===== src/rtl/core/ntc_pkg.sv =====
// Shared types, constants and the finger cost function of the symbol child table.
package ntc_pkg;

  localparam int ENTRIES_DEF     = 16;
  localparam int SYMBOL_BITS_DEF = 32;
  localparam int WORD_W          = 16;
  localparam int KEY_W           = 32;
  localparam int SCORE_W         = 6;
  localparam int FINGERS         = 5;

  localparam logic [SCORE_W-1:0] THRESH_RESET = 6'd5;
  // Larger than any real score (max 55) and never below a 6-bit threshold.
  localparam logic [SCORE_W-1:0] SCORE_NONE   = 6'd63;

  localparam logic STATUS_OK   = 1'b0;
  localparam logic STATUS_FULL = 1'b1;

  localparam logic [1:0] CMD_ADD     = 2'd0;
  localparam logic [1:0] CMD_REMOVE  = 2'd1;
  localparam logic [1:0] CMD_PRESENT = 2'd2;
  localparam logic [1:0] CMD_LOOKUP  = 2'd3;

  typedef struct packed {
    logic [1:0]        command;
    logic [KEY_W-1:0]  symbol_key;
    logic [WORD_W-1:0] word_id;
  } in_req_t;

  typedef struct packed {
    logic               found;
    logic [3:0]         slot_index;
    logic [WORD_W-1:0]  word_out;
    logic [KEY_W-1:0]   matched_symbol;
    logic [SCORE_W-1:0] match_score;
    logic [4:0]         entry_count;
    logic               status;
  } out_rsp_t;

  typedef struct packed {
    logic               exact;
    logic [SCORE_W-1:0] score;
  } score_t;

  // Cost of one finger: 11, 4 or 2 for a difference of 3, 2 or 1.
  function automatic logic [3:0] finger_cost(input logic [1:0] a, input logic [1:0] b);
    logic [1:0] d;
    d = (a > b) ? (a - b) : (b - a);
    unique case (d)
      2'd3:    finger_cost = 4'd11;
      2'd2:    finger_cost = 4'd4;
      2'd1:    finger_cost = 4'd2;
      default: finger_cost = 4'd0;
    endcase
  endfunction

endpackage


===== src/rtl/core/ntc_ram.sv =====
// Generic single-write, single-read RAM with registered read data.
module ntc_ram #(
  parameter int WIDTH = 8,
  parameter int DEPTH = 16,
  localparam int AW = (DEPTH > 1) ? $clog2(DEPTH) : 1
) (
  input  logic             clk,
  input  logic             wr_en,
  input  logic [AW-1:0]    wr_addr,
  input  logic [WIDTH-1:0] wr_data,
  input  logic             rd_en,
  input  logic [AW-1:0]    rd_addr,
  output logic [WIDTH-1:0] rd_data
);

  logic [WIDTH-1:0] mem [DEPTH];

  always_ff @(posedge clk) begin
    if (wr_en) begin
      mem[wr_addr] <= wr_data;
    end
    if (rd_en) begin
      rd_data <= mem[rd_addr];
    end
  end

endmodule


===== src/rtl/core/ntc_score.sv =====
// Score unit: exact compare and finger distance of one stored symbol.
module ntc_score import ntc_pkg::*; #(
  parameter int SYM_W = 32
) (
  input  logic [SYM_W-1:0] key,
  input  logic [SYM_W-1:0] entry_sym,
  output score_t           result
);

  logic [SCORE_W-1:0] sum;

  always_comb begin
    sum = '0;
    for (int f = 0; f < FINGERS; f++) begin
      sum = sum + SCORE_W'(finger_cost(key[2*f +: 2], entry_sym[2*f +: 2]));
    end
    result.exact = (key == entry_sym);
    result.score = sum;
  end

endmodule


===== src/rtl/core/nearest_symbol_child_table.sv =====
// Ordered symbol/word table with add, remove, presence test and nearest lookup.
//
// The block keeps up to ENTRIES symbol/word pairs in insertion order in one RAM
// and handles one command (a request) at a time. Every command first scans the
// held entries through a single score unit, one entry per cycle, recording the
// first exact match and the first entry with the least finger score. A request
// passes through idle, where it is taken, the scan (one read per entry, then the
// registered read data and a step to close the scan), execute, and posting of
// the result. A remove also copies the tail down through the same RAM port to
// close the gap before posting. Posting waits while the previous result still
// sits unread in the output register. The input is ready only while the
// sequencer is idle; a finished result waits in the output register, so the next
// request can be taken before the previous one is read.
// The match threshold is written through cfg_wr_en/cfg_wr_data and resets to 5.
// The user must write it only while idle; the block itself does not enforce this.
// The RAM contents are not cleared; only entries that hold data are ever read.
module nearest_symbol_child_table import ntc_pkg::*; #(
  parameter int ENTRIES     = ENTRIES_DEF,
  parameter int SYMBOL_BITS = SYMBOL_BITS_DEF
) (
  input  logic               clk,
  input  logic               rst_n,
  input  logic               in_valid,
  output logic               in_ready,
  input  in_req_t            in_req,
  output logic               out_valid,
  input  logic               out_ready,
  output out_rsp_t           out_rsp,
  input  logic               cfg_wr_en,
  input  logic [SCORE_W-1:0] cfg_wr_data
);

  // Stored symbol width: the key port carries at most 32 bits.
  localparam int SW = (SYMBOL_BITS < KEY_W) ? SYMBOL_BITS : KEY_W;
  localparam int DW = SW + WORD_W;
  localparam int IW = (ENTRIES > 1) ? $clog2(ENTRIES) : 1;
  localparam int CW = $clog2(ENTRIES + 1);

  typedef enum logic [2:0] {S_IDLE, S_SCAN, S_EXEC, S_SHIFT, S_RESP} state_t;

  state_t             state_r, state_nxt;
  logic [1:0]         cmd_r, cmd_nxt;
  logic [SW-1:0]      key_r, key_nxt;
  logic [WORD_W-1:0]  wid_r, wid_nxt;
  logic [SCORE_W-1:0] thr_r, thr_nxt;
  logic [CW-1:0]      count_r, count_nxt;
  logic [CW-1:0]      scan_r, scan_nxt;
  logic               ev_vld_r, ev_vld_nxt;
  logic [IW-1:0]      ev_idx_r, ev_idx_nxt;
  logic               hit_r, hit_nxt;
  logic [IW-1:0]      hit_idx_r, hit_idx_nxt;
  logic [SW-1:0]      hit_sym_r, hit_sym_nxt;
  logic [WORD_W-1:0]  hit_word_r, hit_word_nxt;
  logic [SCORE_W-1:0] best_r, best_nxt;
  logic [IW-1:0]      best_idx_r, best_idx_nxt;
  logic [SW-1:0]      best_sym_r, best_sym_nxt;
  logic [WORD_W-1:0]  best_word_r, best_word_nxt;
  logic [CW-1:0]      sh_r, sh_nxt;
  logic               sh_vld_r, sh_vld_nxt;
  logic [IW-1:0]      sh_wa_r, sh_wa_nxt;
  out_rsp_t           rsp_r, rsp_nxt;
  logic               out_valid_r, out_valid_nxt;
  out_rsp_t           out_rsp_r, out_rsp_nxt;

  logic          wr_en, rd_en;
  logic [IW-1:0] wr_addr, rd_addr;
  logic [DW-1:0] wr_data, rd_data;
  logic [SW-1:0] rd_sym;
  logic [WORD_W-1:0] rd_word;
  score_t        sc;
  logic          issue;
  logic [WORD_W-1:0] upd_word;

  assign rd_sym  = rd_data[DW-1:WORD_W];
  assign rd_word = rd_data[WORD_W-1:0];

  ntc_ram #(
    .WIDTH (DW),
    .DEPTH (ENTRIES)
  ) u_ram (
    .clk     (clk),
    .wr_en   (wr_en),
    .wr_addr (wr_addr),
    .wr_data (wr_data),
    .rd_en   (rd_en),
    .rd_addr (rd_addr),
    .rd_data (rd_data)
  );

  ntc_score #(
    .SYM_W (SW)
  ) u_score (
    .key       (key_r),
    .entry_sym (rd_sym),
    .result    (sc)
  );

  assign in_ready  = (state_r == S_IDLE);
  assign out_valid = out_valid_r;
  assign out_rsp   = out_rsp_r;
  assign upd_word  = (wid_r != '0) ? wid_r : hit_word_r;

  always_comb begin
    state_nxt     = state_r;
    cmd_nxt       = cmd_r;
    key_nxt       = key_r;
    wid_nxt       = wid_r;
    thr_nxt       = thr_r;
    count_nxt     = count_r;
    scan_nxt      = scan_r;
    ev_vld_nxt    = 1'b0;
    ev_idx_nxt    = ev_idx_r;
    hit_nxt       = hit_r;
    hit_idx_nxt   = hit_idx_r;
    hit_sym_nxt   = hit_sym_r;
    hit_word_nxt  = hit_word_r;
    best_nxt      = best_r;
    best_idx_nxt  = best_idx_r;
    best_sym_nxt  = best_sym_r;
    best_word_nxt = best_word_r;
    sh_nxt        = sh_r;
    sh_vld_nxt    = 1'b0;
    sh_wa_nxt     = sh_wa_r;
    rsp_nxt       = rsp_r;
    out_valid_nxt = out_valid_r && !out_ready;
    out_rsp_nxt   = out_rsp_r;
    wr_en         = 1'b0;
    wr_addr       = '0;
    wr_data       = '0;
    rd_en         = 1'b0;
    rd_addr       = '0;
    issue         = 1'b0;

    if (cfg_wr_en) begin
      thr_nxt = cfg_wr_data;
    end

    unique case (state_r)
      S_IDLE: begin
        if (in_valid) begin
          cmd_nxt   = in_req.command;
          key_nxt   = in_req.symbol_key[SW-1:0];
          wid_nxt   = in_req.word_id;
          scan_nxt  = '0;
          hit_nxt   = 1'b0;
          best_nxt  = SCORE_NONE;
          state_nxt = S_SCAN;
        end
      end

      S_SCAN: begin
        // Issue one read per cycle; the score unit sees its data in the next cycle.
        issue      = (scan_r < count_r);
        rd_en      = issue;
        rd_addr    = scan_r[IW-1:0];
        ev_vld_nxt = issue;
        ev_idx_nxt = scan_r[IW-1:0];
        if (issue) begin
          scan_nxt = scan_r + CW'(1);
        end
        if (ev_vld_r) begin
          if (sc.exact && !hit_r) begin
            hit_nxt      = 1'b1;
            hit_idx_nxt  = ev_idx_r;
            hit_sym_nxt  = rd_sym;
            hit_word_nxt = rd_word;
          end
          if (sc.score < best_r) begin
            best_nxt      = sc.score;
            best_idx_nxt  = ev_idx_r;
            best_sym_nxt  = rd_sym;
            best_word_nxt = rd_word;
          end
        end
        if (!issue && !ev_vld_r) begin
          state_nxt = S_EXEC;
        end
      end

      S_EXEC: begin
        rsp_nxt        = '0;
        rsp_nxt.status = STATUS_OK;
        state_nxt      = S_RESP;
        unique case (cmd_r)
          CMD_ADD: begin
            if (hit_r) begin
              rsp_nxt.found          = 1'b1;
              rsp_nxt.slot_index     = 4'(hit_idx_r);
              rsp_nxt.word_out       = upd_word;
              rsp_nxt.matched_symbol = KEY_W'(hit_sym_r);
              wr_en   = (wid_r != '0);
              wr_addr = hit_idx_r;
              wr_data = {hit_sym_r, wid_r};
            end else if (count_r == CW'(ENTRIES)) begin
              rsp_nxt.status = STATUS_FULL;
            end else begin
              rsp_nxt.slot_index     = 4'(count_r);
              rsp_nxt.word_out       = wid_r;
              rsp_nxt.matched_symbol = KEY_W'(key_r);
              wr_en     = 1'b1;
              wr_addr   = count_r[IW-1:0];
              wr_data   = {key_r, wid_r};
              count_nxt = count_r + CW'(1);
            end
          end
          CMD_REMOVE: begin
            if (hit_r) begin
              rsp_nxt.found          = 1'b1;
              rsp_nxt.slot_index     = 4'(hit_idx_r);
              rsp_nxt.word_out       = hit_word_r;
              rsp_nxt.matched_symbol = KEY_W'(hit_sym_r);
              // The count drops now; the copy reads entries up to the new count.
              count_nxt = count_r - CW'(1);
              sh_nxt    = CW'(hit_idx_r) + CW'(1);
              state_nxt = S_SHIFT;
            end
          end
          CMD_PRESENT: begin
            if (hit_r) begin
              rsp_nxt.found          = 1'b1;
              rsp_nxt.slot_index     = 4'(hit_idx_r);
              rsp_nxt.word_out       = hit_word_r;
              rsp_nxt.matched_symbol = KEY_W'(hit_sym_r);
            end
          end
          CMD_LOOKUP: begin
            if (hit_r) begin
              rsp_nxt.found          = 1'b1;
              rsp_nxt.slot_index     = 4'(hit_idx_r);
              rsp_nxt.word_out       = hit_word_r;
              rsp_nxt.matched_symbol = KEY_W'(hit_sym_r);
            end else if (best_r < thr_r) begin
              rsp_nxt.found          = 1'b1;
              rsp_nxt.slot_index     = 4'(best_idx_r);
              rsp_nxt.word_out       = best_word_r;
              rsp_nxt.matched_symbol = KEY_W'(best_sym_r);
              rsp_nxt.match_score    = best_r;
            end
          end
          default: begin
          end
        endcase
        rsp_nxt.entry_count = 5'(count_nxt);
      end

      S_SHIFT: begin
        // Read entry j+1, write it to j in the following cycle.
        issue      = (sh_r <= count_r);
        rd_en      = issue;
        rd_addr    = sh_r[IW-1:0];
        sh_vld_nxt = issue;
        sh_wa_nxt  = IW'(sh_r - CW'(1));
        if (issue) begin
          sh_nxt = sh_r + CW'(1);
        end
        wr_en   = sh_vld_r;
        wr_addr = sh_wa_r;
        wr_data = rd_data;
        if (!issue && !sh_vld_r) begin
          state_nxt = S_RESP;
        end
      end

      S_RESP: begin
        if (!out_valid_r || out_ready) begin
          out_valid_nxt = 1'b1;
          out_rsp_nxt   = rsp_r;
          state_nxt     = S_IDLE;
        end
      end

      default: begin
        state_nxt = S_IDLE;
      end
    endcase
  end

  always_ff @(posedge clk) begin
    if (!rst_n) begin
      state_r     <= S_IDLE;
      thr_r       <= THRESH_RESET;
      count_r     <= '0;
      ev_vld_r    <= 1'b0;
      sh_vld_r    <= 1'b0;
      out_valid_r <= 1'b0;
    end else begin
      state_r     <= state_nxt;
      thr_r       <= thr_nxt;
      count_r     <= count_nxt;
      ev_vld_r    <= ev_vld_nxt;
      sh_vld_r    <= sh_vld_nxt;
      out_valid_r <= out_valid_nxt;
    end
    cmd_r       <= cmd_nxt;
    key_r       <= key_nxt;
    wid_r       <= wid_nxt;
    scan_r      <= scan_nxt;
    ev_idx_r    <= ev_idx_nxt;
    hit_r       <= hit_nxt;
    hit_idx_r   <= hit_idx_nxt;
    hit_sym_r   <= hit_sym_nxt;
    hit_word_r  <= hit_word_nxt;
    best_r      <= best_nxt;
    best_idx_r  <= best_idx_nxt;
    best_sym_r  <= best_sym_nxt;
    best_word_r <= best_word_nxt;
    sh_r        <= sh_nxt;
    sh_wa_r     <= sh_wa_nxt;
    rsp_r       <= rsp_nxt;
    out_rsp_r   <= out_rsp_nxt;
  end

`ifndef SYNTH
  // The entry count never exceeds the table size.
  a_count_bound: assert property (@(posedge clk) disable iff (!rst_n)
    count_r <= CW'(ENTRIES))
    else $error("entry count above table size");

  // The table RAM is only written while executing or closing a gap.
  a_write_phase: assert property (@(posedge clk) disable iff (!rst_n)
    wr_en |-> (state_r == S_EXEC || state_r == S_SHIFT))
    else $error("table write outside execute or shift");

  // A result without a match carries no score.
  a_nomatch_clean: assert property (@(posedge clk) disable iff (!rst_n)
    (out_valid_r && !out_rsp_r.found) |-> out_rsp_r.match_score == '0)
    else $error("unmatched result carries a score");

  // An accepted request always starts with a scan of the table.
  a_start_scan: assert property (@(posedge clk) disable iff (!rst_n)
    (in_valid && in_ready) |=> state_r == S_SCAN)
    else $error("request accepted without a scan");
`endif

endmodule

===== config.mk =====
export PLATFORM = sky130hd
export DESIGN_NAME = nearest_symbol_child_table
export DESIGN_NICKNAME = d
export VERILOG_FILES = /design/src/rtl/core/ntc_pkg.sv /design/src/rtl/core/ntc_ram.sv /design/src/rtl/core/ntc_score.sv /design/src/rtl/core/nearest_symbol_child_table.sv
export SDC_FILE = /design/constraint.sdc
export NUM_CORES = 1
export LEC_CHECK = 0
export BUFFER_PORTS_ARGS = -buffer_cell sky130_fd_sc_hd__buf_2
export CORE_MARGIN = 1.5
export CORE_UTILIZATION = 62
export DETAILED_ROUTE_END_ITERATION = 10
export PLACE_DENSITY = 0.79
export SYNTH_ARGS = -nofsm -noshare
export SYNTH_HDL_FRONTEND = slang
export SYNTH_SLANG_ARGS = --single-unit

===== constraint.sdc =====
create_clock -name clk -period 12.3 [get_ports clk]
set_input_delay 1.845 -clock clk [delete_from_list [all_inputs] [get_ports clk]]
set_output_delay 1.845 -clock clk [all_outputs]
set_load 0.03 [all_outputs]

==> flow_summary.toml, run 1 <==
[hold_path]
min_path_type = "reg2reg"
hold_depth = 0
hp-start = "rsp_r[10]$_SDFFCE_PP0P_"
min_to = "out_rsp[10]$_DFFE_PP_"

[setup_path]
startpoint = "key_r[2]$_DFFE_PP_"
critPathCaptureType = "register"
crit_fanout = 48
cp.arrival_ns = 6.69
worst-r2r-setup-slack_ns = 5.89
timing.rr.start = "key_r[2]$_DFFE_PP_"
crit_type = "reg2reg"
worstPathRequired_ns = 12.58
rr_worst_depth = 23
worstSetupStartpointType = "register"
r2r-end = "best_idx_r[2]$_DFFE_PP_"

[clock_tree]
clock_latency_ns = 0.68
root_buffer = "clkbuf_16"
clkTransAtPathRegs_ns = 0.07
cts_sinks = 1142
clk_path_buf_depth = 3
cts_buffers = 107
postCtsHoldBufs = 0
cts_tree = "yes"
htreeDepth = 3
cts_setup_buffers = 0
ctsResizeCount = 0

[outcome]
status = "completed"

[global_route]
grt_max_degree = 119
grt_pass1_vias = 24460
grt.overflow.total = 0
antenna_found_initial = 0
grt_use_total = 0.2985
grt_pass1_wl_mm = 159.1

[power_and_ir_drop]
power.leakage_nw = 16.56
vdd_drop_max_v = 0.0003186
powerDensity_nw_per_um2 = 230.6

[timing]
relSlewSlack = 0.1129
clock_skew_ns = 0.03924
setup_viol = 0
setup_tns_ns = 0
period_share = 0.5214
fmax_mhz = 155.9
rsz0062_at_grt = "no"
finalMaxSlewViolations = 0
holdWs_ns = 0.4140
fin_crit_ns = 6.413
finalHoldViolCount = 0
tightest_slew_ns = 1.331

[route]
via_per_inst = 6.899
wl_per_cell_um = 30.90
drt-pass1-iter-count = 8
drc = 0
vias = 24318
drt_iter0_markers = 3523
drt-total-wl_mm = 108.9
ant_nets = 0

[logic_synthesis]
yosys_most_used_dff = "edfxtp_1"
yosysSeqAreaShare = 0.7643
synth-edff-count = 1125
synth_cells = 2311
synth_nets = 2439
yosys_warnings = 0
synth_top_cell_by_area = "edfxtp_1"
yosys-top-cells-area = "edfxtp_1 (76%), mux4_2 (9.7%), a22oi_1 (2.9%)"
yosys_register_bits = 1142
synthArstFlopShare = 0
syn_area_um2 = 44650
ys_types = 59
yosysTopAreaCellShare = 0.7566
syn_avg_cell_area_um2 = 19.32

[floorplanning]
rows = 98
dieHeight_um = 271.4
ios = 128
core_area_um2 = 71360
start_util = 0.6256
fp.dieW_um = 271.4
dieArea_um2 = 73630

[placed_design]
postPlaceCellArea_um2 = 46610
io_buffers = 127
detailed_place_hpwl_mm = 54.86
gp_congestion = 0.9042

[layout]
area_growth_pct = 12.11
num_antenna_cells = 0
utilization = 0.7014
drive_gt1_frac = 0.2225
fin_area_um2 = 50060
layout.nets = 2614

[flow_run]
drv_cap = 0
==> layout by cell type, fill, tap and decap left out, types with 27 or more instances in the layout <==
| cell type | Yosys | final |
|---|---|---|
| a31oi_1 | 46 | 46 |
| inv_1 | 73 | 73 |
| edfxtp_1 | 1125 | 1125 |
| o21ai_0 | 37 | 34 |
| xnor2_1 | 29 | 29 |
| ha_1 | 53 | 52 |
| nand2_1 | 153 | 150 |
| clkinv_1 | 1 | 29 |
| clkbuf_16 | 0 | 109 |
| mux4_2 | 192 | 192 |
| a22oi_1 | 170 | 170 |
| a21oi_1 | 31 | 31 |
| clkinv_2 | 0 | 27 |
| buf_2 | 17 | 127 |
| buf_4 | 17 | 60 |
==> kinds of logic after synthesis <==
logic type | count (synthesis) | share of synthesized area
flops | 1142 | 0.7643
compound gates | 375 | 0.05930
simple gates | 280 | 0.02802
mux | 210 | 0.1010
buf+inv | 197 | 0.01847
fa+ha+maj | 67 | 0.02113
xor+xnor | 40 | 0.007847
==> flip-flops by register name, summed over array words and instances, names as in the netlist, 2 cells and up <==
register and count:
best_idx_r 4, best_r 6, best_sym_r 32, best_word_r 16, cmd_r 2, count_r 5
ev_idx_r 4, hit_idx_r 4, hit_sym_r 32, hit_word_r 16, key_r 32, out_rsp 65
rsp_r 65, scan_r 5, sh_r 5, sh_wa_r 4, state_r 3, thr_r 6
u_ram.mem 768, u_ram.rd_data 48, wid_r 16
==> cells in the mapped netlist (4+ instances only) <==
master	number
and2_1	9
buf_4	17
a22oi_1	170
a22o_1	17
buf_1	18
o21ai_0	37
a32oi_1	5
o22ai_1	10
mux2i_1	15
edfxtp_1	1125
a21o_1	6
nand3_1	4
a221oi_1	16
a211oi_1	5
o211ai_1	10
ha_1	53
nor2_1	45
clkbuf_1	70
xnor2_1	29
nor3_1	15
inv_1	73
xor2_1	11
a21oi_1	31
nand4_1	12
dfxtp_1	17
nand2_1	153
nor4_1	7
buf_2	17
nor2b_1	7
a31oi_1	46
mux4_2	192
fa_1	14
nand2b_1	12
==> layer usage <==
layer / vias to the layer above / wire, um / global-route usage
met2: 1937 / 52400 / 0.4715
met3: 326 / 12130 / 0.05352
met5: - / 0 / 0
met1: 12292 / 40020 / 0.4202
li1: 9763 / - / -
met4: 0 / 4378 / 0.1221
==> how the worst max path moves through the flow <==
stage / to / slack (ns) / depth (start not counted)
global placement: best_sym_r[21]$_DFFE_PP_ / 6.20 / 22
floorplan: best_idx_r[0]$_DFFE_PP_ / 3.55 / 21
global route: best_sym_r[5]$_DFFE_PP_ / 5.54 / 23
detailed placement: best_sym_r[22]$_DFFE_PP_ / 6.01 / 22
CTS: best_sym_r[5]$_DFFE_PP_ / 5.91 / 23
finish: best_idx_r[2]$_DFFE_PP_ / 5.89 / 23
==> worst max-delay path: stages (launching register included) <==
cell      delay, ns
edfxtp_1       0.40
inv_1          0.07
ha_1           0.22
fa_1           0.46
nor2_1         0.16
a21oi_1        0.06
nor2_1         0.09
ha_1           0.18
inv_1          0.08
fa_1           0.43
xnor2_1        0.16
fa_1           0.49
inv_1          0.05
fa_1           0.52
inv_1          0.07
ha_1           0.28
a21o_1         0.15
a21oi_1        0.17
xnor2_1        0.18
ha_1           0.30
a21oi_1        0.12
o21ai_0        0.19
a211oi_4       0.42
buf_4          0.74
==> stage by stage <==
stage          setup WS, ns  total power [W]  instances
2_1_floorplan         3.549         0.007285       2311
3_5_place_dp          6.014         0.008268       3326
6_report              5.887          0.01154       3525
4_1_cts               5.911          0.01154       3524
5_1_grt               5.539          0.01200       3525
3_3_place_gp          6.201         0.008121       3326
==> where the power goes <==
part           leakage [nW]  total, W  switching [W]  internal [W]
registers              10.2   0.00497       0.000183       0.00479
logic                  4.63   0.00331        0.00204       0.00127
clock network          1.70   0.00326        0.00141       0.00185
total                  16.6    0.0115        0.00363       0.00791
==> layout make-up <==
| cell class | count | area (um^2) |
|---|---|---|
| clock buffers | 124 | 2784 |
| clock inverters | 74 | 658.1 |
| fillers | 4198 | 21310 |
| inverters | 75 | 282.8 |
| multi-input cells | 972 | 9913 |
| flip-flops and latches | 1142 | 34120 |
| well taps | 950 | 1189 |
| repair buffers | 188 | 1106 |
No activity file was read; power rests on OpenSTA's default activity.
==> inputs of run 2 (changes only) <==
==> constraint.sdc (replaced) <==
create_clock -name clk -period 6.3 [get_ports clk]
set_input_delay 0.945 -clock clk [delete_from_list [all_inputs] [get_ports clk]]
set_output_delay 0.945 -clock clk [all_outputs]
set_load 0.03 [all_outputs]
==> run 2 against run 1 <==
  * Power rose by 96%
  * Final cell count rose by 0.28%
  * Flip-flop and latch count did not move
  * Register-to-register slack got worse by 5.4 ns
  * Die area did not move
  * Critical path depth fell by 1
  * Clock power rose by 96%
  * First-iteration DRC count rose by 0.11%
  * Final area rose by 0.50%
==> flow_summary.toml, run 2 (synthesis gave the netlist of run 1 again) <==
[floorplanning]
ios = 128
fp.dieW_um = 271.4
dieArea_um2 = 73630
core_area_um2 = 71360
rows = 98
dieHeight_um = 271.4
start_util = 0.6256

[route]
drc = 0
ant_nets = 0
drt-total-wl_mm = 108.6
vias = 24359
drt_iter0_markers = 3527
via_per_inst = 6.891
drt-pass1-iter-count = 7
wl_per_cell_um = 30.71

[clock_tree]
cts_setup_buffers = 0
clk_path_buf_depth = 3
ctsResizeCount = 0
postCtsHoldBufs = 0
htreeDepth = 3
cts_sinks = 1142
root_buffer = "clkbuf_16"
clkTransAtPathRegs_ns = 0.07
cts_tree = "yes"
clock_latency_ns = 0.69
cts_buffers = 107

[flow_run]
drv_cap = 0

[timing]
tightest_slew_ns = 1.317
rsz0062_at_grt = "no"
setup_viol = 0
finalHoldViolCount = 0
finalMaxSlewViolations = 0
fmax_mhz = 172.0
period_share = 0.9228
relSlewSlack = 0.1223
fin_crit_ns = 5.814
setup_tns_ns = 0
clock_skew_ns = 0.02894

[layout]
mostFrequentLayoutCells = "edfxtp_1 (1125), mux4_2 (192), a22oi_1 (170)"
area_growth_pct = 12.67
drive_gt1_frac = 0.2255
final_common_cell = "edfxtp_1"
top_register = "u_ram.mem"
largest_reg_flops = 768
num_antenna_cells = 0
num-fill-cells = 4084
layout.nets = 2621

[global_route]
antenna_found_initial = 3
grt.overflow.total = 0
grt_use_total = 0.2960
grt_pass1_wl_mm = 158.7
grt_max_degree = 105
grt_pass1_vias = 24548

[setup_path]
cp.arrival_ns = 6.16
crit_type = "reg2reg"
worstSetupStartpointType = "register"
slowest_delay_ns = 0.54
crit_buf_inv = 4
cp_slowest_cell = "fa_1"
worstPathRequired_ns = 6.64
path_cells = "ha_1 -> fa_1 -> nor2_1 -> a21oi_1 -> nor2_1 -> ha_1 -> inv_1 -> fa_1 -> xnor2_1 -> fa_1 -> inv_1 -> fa_1 -> inv_1 -> ha_1 -> a21o_1 -> a21oi_1 -> xnor2_1 -> ha_1 -> a21oi_1 -> o21ai_0 -> a211oi_4 -> buf_12"
path_delay_family = "adder cells"
crit_fanout = 46
critPathCaptureType = "register"

[power_and_ir_drop]
vdd_drop_max_v = 0.0005384
powerDensity_nw_per_um2 = 449.2
power.leakage_nw = 16.65
power_w = 0.02260

[placed_design]
io_buffers = 127
gp_congestion = 0.8722
detailed_place_hpwl_mm = 57.25

[hold_path]
min_path_type = "reg2reg"

[outcome]
status = "completed"
[run 2: changes by cell type in the layout (fill, tap and decap cells not counted), sizes merged]
cell | before | now
clkbuf | 124 | 137
clkinvlp | 2 | 3
bufinv | 11 | 9
buf | 188 | 195
clkinv | 59 | 49
inv | 77 | 78
[run 2: final timing paths]
kind                            slack (ns)                  endpoint  cells past startpoint                        start
worst min-delay path                  0.41      out_rsp[9]$_DFFE_PP_                      0       rsp_r[9]$_SDFFCE_PP0P_
worst max register to register        0.49  best_sym_r[23]$_DFFE_PP_                     22  u_ram.rd_data[16]$_DFFE_PP_
worst max-delay path                  0.49  best_sym_r[23]$_DFFE_PP_                     22  u_ram.rd_data[16]$_DFFE_PP_
worst min register to register        0.41      out_rsp[9]$_DFFE_PP_                      0       rsp_r[9]$_SDFFCE_PP0P_
[run 2: power breakdown]
| group | internal, W | leakage (nW) | switching, W |
|---|---|---|---|
| Sequential | 0.00935 | 10.2 | 0.000394 |
| Combinational | 0.00250 | 4.70 | 0.00395 |
| Clock | 0.00362 | 1.71 | 0.00278 |
[run 2: final cells by class]
| type | count | area [um^2] | share of cell area |
|---|---|---|---|
| clock buffer | 137 | 2882 | 0.05728 |
| multi-input combinational | 972 | 9920 | 0.1972 |
| tap | 950 | 1189 | 0.02363 |
| sequential | 1142 | 34120 | 0.6783 |
| inverter | 75 | 282.8 | 0.005621 |
| clock inverter | 64 | 614.3 | 0.01221 |
| timing repair buffer | 195 | 1296 | 0.02577 |
[run 2: through the flow]
stage | hold slack [ns] | setup slack (ns) | cells | cell area (um^2) | util
2_1_floorplan | 0.4003 | 0.06577 | 2311 | 44660 | -
3_3_place_gp | 0.4017 | 0.6972 | 3333 | 46800 | 0.6557
3_5_place_dp | 0.4045 | 0.5573 | 3333 | 46800 | 0.6557
4_1_cts | 0.4066 | 0.5305 | 3534 | 50290 | 0.7047
5_1_grt | 0.4220 | 0.1331 | 3535 | 50310 | 0.7049
6_report | 0.4086 | 0.4861 | 3535 | 50310 | 0.7049
[run 2: metal layers]
layer | track usage | wire (um) | vias up
met5 | 0 | 18 | -
met4 | 0.1072 | 3632 | 4
met3 | 0.06095 | 13020 | 282
met2 | 0.4730 | 52800 | 1940
met1 | 0.4116 | 39080 | 12333
li1 | - | - | 9800
[run 2: worst register-to-register path, delay by kind of cell (launching register included)]
family | cells | cell delay [ns]
AOI/OAI and AO/OA | 6 | 1.02
xor gates and xnor gates | 2 | 0.33
adders and majority gates | 8 | 2.89
buffers and inverters | 4 | 0.53
DFF | 1 | 0.44
and+or+nand+nor | 2 | 0.21
